<file path="config.mk">
export PLATFORM = sky130hd
export DESIGN_NAME = fifo_reuse_handle_pool
export DESIGN_NICKNAME = d
export VERILOG_FILES = /design/src/hdl/fhp_pkg.sv /design/src/hdl/fhp_ram.sv /design/src/hdl/fifo_reuse_handle_pool.sv
export SDC_FILE = /design/constraint.sdc
export NUM_CORES = 2
export LEC_CHECK = 0
export ABC_AREA = 1
export BUFFER_PORTS_ARGS = -buffer_cell sky130_fd_sc_hd__buf_2
export CAP_MARGIN = 20
export CORE_MARGIN = 2
export CORE_UTILIZATION = 58
export CTS_BUF_LIST = sky130_fd_sc_hd__clkbuf_16
export CTS_CLUSTER_SIZE = 8
export DETAILED_ROUTE_END_ITERATION = 8
export PLACE_DENSITY = 0.74
export SLEW_MARGIN = 25
export SYNTH_ARGS = -nofsm -noshare
export SYNTH_HDL_FRONTEND = slang
export SYNTH_SLANG_ARGS = --single-unit
</file>
<file path="constraint.sdc">
create_clock -name clk -period 15.4 [get_ports clk]
set_clock_uncertainty 0.1 [all_clocks]
set_input_delay 1.54 -clock clk [delete_from_list [all_inputs] [get_ports clk]]
set_output_delay 1.54 -clock clk [all_outputs]
set_load 0.02 [all_outputs]
</file>
<file path="src/hdl/fhp_pkg.sv">
// Package for the handle pool allocator: transaction structs, operation and status codes.
// Used by the top level and the testbench; depends on nothing.
`timescale 1ns / 1ps
`default_nettype none

package fhp_pkg;

    localparam int HANDLE_W     = 8;
    localparam int HANDLE_COUNT = 1 << HANDLE_W;

    typedef enum logic [1:0] {
        OP_ALLOC = 2'd0,
        OP_TRY   = 2'd1,
        OP_FREE  = 2'd2
    } op_t;

    typedef enum logic [1:0] {
        ST_OK         = 2'd0,
        ST_NONE_FREED = 2'd1,
        ST_NOT_IN_USE = 2'd2,
        ST_EXHAUSTED  = 2'd3
    } status_t;

    typedef struct packed {
        op_t                 operation;
        logic [HANDLE_W-1:0] handle;
    } request_t;

    typedef struct packed {
        logic [HANDLE_W-1:0] granted_handle;
        status_t             status;
    } response_t;

endpackage

`default_nettype wire

</file>
<file path="src/hdl/fhp_ram.sv">
// Generic single-write, single-read RAM with registered read data.
// Holds the free handle queue and the in-use bitmap; no package dependency.
`timescale 1ns / 1ps
`default_nettype none

module fhp_ram #(
    parameter int WIDTH = 8,
    parameter int DEPTH = 256
) (
    input  wire logic                     clk,
    input  wire logic                     wr_en,
    input  wire logic [$clog2(DEPTH)-1:0] wr_addr,
    input  wire logic [WIDTH-1:0]         wr_data,
    input  wire logic [$clog2(DEPTH)-1:0] rd_addr,
    output logic      [WIDTH-1:0]         rd_data
);

    logic [WIDTH-1:0] mem_reg [DEPTH];

    always_ff @(posedge clk)
    begin
        if (wr_en)
        begin
            mem_reg[wr_addr] <= wr_data;
        end
        rd_data <= mem_reg[rd_addr];
    end

endmodule

`default_nettype wire

</file>
<file path="src/hdl/fifo_reuse_handle_pool.sv">
// Handle pool allocator, top level. Depends on fhp_pkg and fhp_ram.
// An accepted request waits in item_reg; its response goes to res_reg when it fires.
// Throughput: one transaction per cycle unless stalled; the free queue and in-use bitmap
// RAMs are read every cycle, each with a bypass for a write to the entry being read.
// Reset clears the queue pointers, counters and valid flags at once, then a clearing pass
// over the MAP_DEPTH entries (256 at most) zeroes the in-use bitmap while request_stall is held.
`timescale 1ns / 1ps
`default_nettype none

module fifo_reuse_handle_pool #(
    parameter int POOL_SIZE = 256
) (
    input  wire logic                clk,
    input  wire logic                rst_n,
    input  wire logic                request_valid,
    output logic                     request_stall,
    input  wire fhp_pkg::request_t   request,
    output logic                     response_valid,
    input  wire logic                response_stall,
    output fhp_pkg::response_t       response
);

    import fhp_pkg::*;

    localparam int MAP_DEPTH = (POOL_SIZE < HANDLE_COUNT) ? POOL_SIZE : HANDLE_COUNT;
    localparam int IDX_W     = $clog2(MAP_DEPTH);
    localparam int CNT_W     = $clog2(MAP_DEPTH + 1);
    localparam int FRESH_W   = $clog2(POOL_SIZE + 1);

    localparam logic [FRESH_W-1:0]  FRESH_END = FRESH_W'(POOL_SIZE);
    localparam logic [FRESH_W-1:0]  FRESH_MAP = FRESH_W'(MAP_DEPTH);
    localparam logic [HANDLE_W:0]   MAP_LIMIT = (HANDLE_W + 1)'(MAP_DEPTH);
    localparam logic [IDX_W-1:0]    RING_LAST = IDX_W'(MAP_DEPTH - 1);

    logic                  item_valid_reg;
    logic                  item_valid_next;
    request_t              item_reg;
    logic                  res_valid_reg;
    logic                  res_valid_next;
    response_t             res_reg;
    response_t             res_item;
    logic                  fire;
    logic                  accept_in;
    logic                  accept_out;

    logic [IDX_W-1:0]      head_reg;
    logic [IDX_W-1:0]      head_next;
    logic [IDX_W-1:0]      tail_reg;
    logic [IDX_W-1:0]      tail_next;
    logic [CNT_W-1:0]      count_reg;
    logic [CNT_W-1:0]      count_next;
    logic [FRESH_W-1:0]    fresh_reg;
    logic [FRESH_W-1:0]    fresh_next;

    logic                  wr_en;
    logic [HANDLE_W-1:0]   ram_rd_data;
    logic [HANDLE_W-1:0]   head_data;
    logic                  bypass_hit_reg;
    logic [HANDLE_W-1:0]   bypass_data_reg;

    logic                  clear_busy_reg;
    logic [IDX_W-1:0]      clear_idx_reg;
    logic                  use_we;
    logic [IDX_W-1:0]      use_addr;
    logic                  use_data;
    logic                  map_wr_en;
    logic [IDX_W-1:0]      map_wr_addr;
    logic                  map_wr_data;
    logic [IDX_W-1:0]      map_rd_addr;
    logic                  map_rd_data;
    logic                  map_byp_hit_reg;
    logic                  map_byp_data_reg;
    logic                  in_use_bit;

    function automatic logic [IDX_W-1:0] ring_adv(input logic [IDX_W-1:0] pos);
        ring_adv = (pos == RING_LAST) ? '0 : pos + 1'b1;
    endfunction

    assign fire          = item_valid_reg && (!res_valid_reg || !response_stall);
    assign request_stall = clear_busy_reg || (item_valid_reg && !fire);
    assign accept_in     = request_valid && !request_stall;
    assign accept_out    = res_valid_reg && !response_stall;

    assign response_valid = res_valid_reg;
    assign response       = res_reg;

    assign head_data = bypass_hit_reg ? bypass_data_reg : ram_rd_data;

    assign map_wr_en   = clear_busy_reg || use_we;
    assign map_wr_addr = clear_busy_reg ? clear_idx_reg : use_addr;
    assign map_wr_data = !clear_busy_reg && use_data;
    assign map_rd_addr = accept_in ? IDX_W'(request.handle) : IDX_W'(item_reg.handle);
    assign in_use_bit  = map_byp_hit_reg ? map_byp_data_reg : map_rd_data;

    always_comb
    begin
        item_valid_next = item_valid_reg;
        if (accept_in)
        begin
            item_valid_next = 1'b1;
        end
        else if (fire)
        begin
            item_valid_next = 1'b0;
        end

        res_valid_next = res_valid_reg;
        if (fire)
        begin
            res_valid_next = 1'b1;
        end
        else if (accept_out)
        begin
            res_valid_next = 1'b0;
        end
    end

    always_comb
    begin
        head_next   = head_reg;
        tail_next   = tail_reg;
        count_next  = count_reg;
        fresh_next  = fresh_reg;
        wr_en       = 1'b0;
        use_we      = 1'b0;
        use_addr    = '0;
        use_data    = 1'b0;
        res_item.granted_handle = '0;
        res_item.status         = ST_OK;

        if (fire)
        begin
            case (item_reg.operation)
                OP_ALLOC:
                begin
                    if (count_reg != '0)
                    begin
                        res_item.granted_handle = head_data;
                        use_we     = 1'b1;
                        use_addr   = IDX_W'(head_data);
                        use_data   = 1'b1;
                        head_next  = ring_adv(head_reg);
                        count_next = count_reg - 1'b1;
                    end
                    else if (fresh_reg != FRESH_END)
                    begin
                        res_item.granted_handle = HANDLE_W'(fresh_reg);
                        if (fresh_reg < FRESH_MAP)
                        begin
                            use_we   = 1'b1;
                            use_addr = IDX_W'(fresh_reg);
                            use_data = 1'b1;
                        end
                        fresh_next = fresh_reg + 1'b1;
                    end
                    else
                    begin
                        res_item.status = ST_EXHAUSTED;
                    end
                end
                OP_TRY:
                begin
                    if (count_reg != '0)
                    begin
                        res_item.granted_handle = head_data;
                        use_we     = 1'b1;
                        use_addr   = IDX_W'(head_data);
                        use_data   = 1'b1;
                        head_next  = ring_adv(head_reg);
                        count_next = count_reg - 1'b1;
                    end
                    else
                    begin
                        res_item.status = ST_NONE_FREED;
                    end
                end
                OP_FREE:
                begin
                    if (({1'b0, item_reg.handle} >= MAP_LIMIT) || !in_use_bit)
                    begin
                        res_item.status = ST_NOT_IN_USE;
                    end
                    else
                    begin
                        use_we     = 1'b1;
                        use_addr   = IDX_W'(item_reg.handle);
                        use_data   = 1'b0;
                        wr_en      = 1'b1;
                        tail_next  = ring_adv(tail_reg);
                        count_next = count_reg + 1'b1;
                    end
                end
                default:
                begin
                    res_item.status = ST_OK;
                end
            endcase
        end
    end

    always_ff @(posedge clk or negedge rst_n)
    begin
        if (!rst_n)
        begin
            item_valid_reg  <= 1'b0;
            res_valid_reg   <= 1'b0;
            head_reg        <= '0;
            tail_reg        <= '0;
            count_reg       <= '0;
            fresh_reg       <= '0;
            bypass_hit_reg  <= 1'b0;
            clear_busy_reg  <= 1'b1;
            clear_idx_reg   <= '0;
            map_byp_hit_reg <= 1'b0;
        end
        else
        begin
            item_valid_reg  <= item_valid_next;
            res_valid_reg   <= res_valid_next;
            head_reg        <= head_next;
            tail_reg        <= tail_next;
            count_reg       <= count_next;
            fresh_reg       <= fresh_next;
            bypass_hit_reg  <= wr_en && (tail_reg == head_next);
            map_byp_hit_reg <= map_wr_en && (map_wr_addr == map_rd_addr);
            if (clear_busy_reg)
            begin
                clear_idx_reg <= ring_adv(clear_idx_reg);
                if (clear_idx_reg == RING_LAST)
                begin
                    clear_busy_reg <= 1'b0;
                end
            end
        end
    end

    always_ff @(posedge clk)
    begin
        if (accept_in)
        begin
            item_reg <= request;
        end
        if (fire)
        begin
            res_reg <= res_item;
        end
        bypass_data_reg  <= item_reg.handle;
        map_byp_data_reg <= map_wr_data;
    end

    fhp_ram #(
        .WIDTH (HANDLE_W),
        .DEPTH (MAP_DEPTH)
    ) u_free_queue (
        .clk     (clk),
        .wr_en   (wr_en),
        .wr_addr (tail_reg),
        .wr_data (item_reg.handle),
        .rd_addr (head_next),
        .rd_data (ram_rd_data)
    );

    fhp_ram #(
        .WIDTH (1),
        .DEPTH (MAP_DEPTH)
    ) u_in_use_map (
        .clk     (clk),
        .wr_en   (map_wr_en),
        .wr_addr (map_wr_addr),
        .wr_data (map_wr_data),
        .rd_addr (map_rd_addr),
        .rd_data (map_rd_data)
    );

endmodule

`default_nettype wire

</file>
==> key figures <==
Critical path
  • Worst EP required: ~16000 ps
  • Critical path class: flop to flop
  • Top Family by Delay on Critical Path: simple AND/OR/NAND/NOR gates
  • Crit end category: flop
  • Startpoint Class: flop
  • Critical path arrival: between 6000 and 7000 ps
  • Max Fanout on Critical Path: 49
  • Slowest cell on crit path: inv_4
  • Max incr delay on CP: 780 ps
  • CP bufs+invs: 3
  • Cell repeated most along the worst path: nand3_1
  • Critical Path, Cell by Cell: nor2_1, nand3_2, nor2_4, nor2_4, nand3_1, nand3_4, inv_4, buf_4, buf_4, nand3_1, nand3_1, nand3_1, nand3_1, nand3_1, nand2_1

STA
  • Tcrit/Tclk final: about two fifths
  • Final setup violation count: 0
  • Fin crit period: between 6000 and 7000 ps
  • Slew HR: ~17%
  • Setup TNS: 0 ps
  • Hold_ws: between 400 and 500 ps
  • RSZ-0062 raised after global routing: no
  • Peak Freq: around 160 MHz
  • Final Slew Violations: 0
  • Final Hold Viols: 0
  • Slew @ Worst Pin: roughly 1200 ps
  • Post-route setup slack: ~9200 ps

Route
  • Drt drc: 0
  • Wire per inst: approximately 22 um
  • Drt total wl: approximately 280 mm
  • Via Count: about 73000
  • Violation count after the first detailed-route iteration: between 9000 and 10000
  • Via density: 5.85
  • TritonRoute pass-1 iters: 7
  • ANT nets after route: 0

Synthesis
  • Mapped Cells: approximately 10000
  • Largest family of logic cells by synthesized area: simple AND/OR/NAND/NOR gates
  • Post-Synth XOR/XNOR Area: less than 1%
  • Post-Synth Adder-Cell Area: 0.197%
  • Leading area contributor after synthesis: edfxtp_1
  • Yosys cell types: 48
  • Mux contribution to synthesized area: 0.0749%
  • Syn_nets: between 10000 and 15000
  • Synthesized cell area: 0.105 mm2
  • Synth Area in Simple Gates: roughly a fifth
  • Synth warnings: 0
  • Register area share after synthesis: approximately 68%
  • Synth area leaders: edfxtp_1 66%, nand2_1 9.3%, nand3_1 8.9%
  • Mean Syn Cell Area: 10.3 um2
  • Synth Area in Compound Gates: 2.21%
  • Top-area cell type share of the netlist area: between 60% and 70%
  • FF+latch count, synth: approximately 2400

Worst hold path
  • Hold crit path type: flop to flop

Run
  • Max-Cap Viols: 0

Global route
  • Met2 Resource Use GR: a little under half
  • Vias in the first global route: approximately 71000
  • Largest net degree at the start of global routing: about 250
  • GRT overflow: 0
  • Gr busiest metal: met2
  • GRT Total Usage: 29.8%
  • Initial antenna violation count: 8
  • Met3 usage: 6.45%
  • Met1 usage in global routing: between 40% and 50%
  • First-pass GRT wire length: around 420 mm

Clock tree
  • Clock sink count: 2389
  • Deepest clock path buffer count: 4
  • CTS tree: done
  • Postcts setup bufs: 0
  • Clock buffer count from CTS: around 350
  • Hold buffer count at CTS: 0
  • Skew-Pair Late Insertion Delay: 950 ps
  • Clk pin slew, worst setup/hold paths: 50 ps
  • Post-CTS sizing: 0
  • Root Driver: clkbuf_16
  • H-tree levels: 5

Die
  • Chip Width: between 400 and 500 um
  • I/O pin count: 26
  • Initial cell density of the core: 58.3%
  • FP Rows: 156
  • Core ar.: around 0.18 mm2
  • Die Footprint: approximately 0.18 mm2
  • Die Y: about 430 um

Placed design
  • Routability cong.: 0.901
  • Pre-CTS worst setup slack: approximately 8500 ps
  • Dpl hpwl: ~150 mm
  • IO buf count: 25
  • Placed Area: ~0.11 mm2
  • Placed cell count: ~12000

Final layout
  • # fillers: 13367
  • Max reg flops: between 2000 and 2500
  • Final #Nets: approximately 10000
  • Area delta synth->final: 10.2%
  • Layout cell share with drive strength beyond 1: ~6.0%
  • Final instance area: between 0.1 and 0.15 mm2
  • Non-filler instance count after layout: ~13000

Power
  • Worst vdd ir: ~0.00021 V
  • Pleak: ~47 nW
  • Pwr/cell area: ~170 mW/mm2

Run status
  • Status: complete, no violations
==> per-layer routing <==
layer,share of wire (%),up-vias
met5,0.021,-
met4,4.6,10
met3,12,780
met2,46,4499
met1,37,34764
li1,-,33309
==> Yosys cell counts (all sizes together) <==
cell type and n:
o211ai 120, ha 15, clkbuf 148, nand3 1889, dfxtp 18, o22ai 9, a211oi 1, edfxtp 2324
a31oi 1, nand2 2640, fa 1, dfrtp 46, xnor2 7, a22oi 1, nand4 3, a21boi 1
buf 429, a21oi 21, mux2 7, or4 1, o21ai 218, xor2 22, dfstp 1, nand3b 48
nor3 10, nor4 4, a31o 1, inv 1560, clkinv 4, o21bai 10, nor2 608, or2 13
==> power breakdown <==
part           internal, mW  leakage [nW]  total (mW)  switching, mW
registers              7.26          21.7        7.33         0.0685
logic                  1.57          20.3        6.24           4.66
clock network          4.03          4.83        6.62           2.59
total                  12.9          46.8        20.2           7.32
==> worst paths after layout <==
path                                           from  depth (start not counted)                              end  slack [ps]
max                        count_reg[3]$_DFFE_PN0P_                         15  u_free_queue.rd_data[1]$_DFF_P_        9220
min                        fresh_reg[0]$_DFFE_PN0P_                          1         fresh_reg[0]$_DFFE_PN0P_         410
max reg2reg                count_reg[3]$_DFFE_PN0P_                         15  u_free_queue.rd_data[1]$_DFF_P_        9220
min reg2reg                fresh_reg[0]$_DFFE_PN0P_                          1         fresh_reg[0]$_DFFE_PN0P_         410
max in group asynchronous                     rst_n                          2       item_valid_reg$_DFFE_PN0P_       14040
min in group asynchronous                     rst_n                          2         count_reg[5]$_DFFE_PN0P_         660
==> layout make-up <==
cell class	count	area, um2	share of cell area [%]
diodes	5	12.5	0.0108
flip-flops and latches	2389	71300	61.5
multi-input cells	5651	25500	22.0
repair buffers	117	1070	0.921
clock buffers	355	8880	7.66
clock inverters	86	395	0.341
well taps	2370	2970	2.56
inverters	1564	5880	5.07
==> metrics by stage <==
stage	util, %	total power, mW
global placement	59.0	13.4
floorplan	-	11.6
CTS	64.2	20.1
finish	64.3	20.2
detailed placement	59.0	13.5
global route	64.3	20.9
==> cells by family after synthesis <==
kind of cell,Yosys count
AND/OR/NAND/NOR,5216
flip-flops,2389
buffers and inverters,2141
AO/OA/AOI/OAI,383
XOR/XNOR,29
adder cells (fa/ha/maj),16
multiplexers,7
==> placed cells by master, fill, tap and decap left out, types with 11 or more instances in the layout <==
| cell | n |
|---|---|
| ha_1 | 15 |
| nand3_2 | 15 |
| nor2_1 | 588 |
| nand3b_1 | 48 |
| clkbuf_16 | 355 |
| or2_2 | 13 |
| buf_12 | 12 |
| o211ai_1 | 120 |
| xor2_1 | 22 |
| edfxtp_1 | 2324 |
| buf_4 | 70 |
| nand3_1 | 1872 |
| buf_2 | 25 |
| dfrtp_1 | 46 |
| nand2_1 | 2603 |
| nor2_2 | 13 |
| dfxtp_1 | 18 |
| o21ai_0 | 203 |
| a21oi_1 | 17 |
| inv_2 | 12 |
| nand2_2 | 23 |
| nand2_4 | 11 |
| inv_1 | 1622 |
Power figures use the tool's default switching activity.
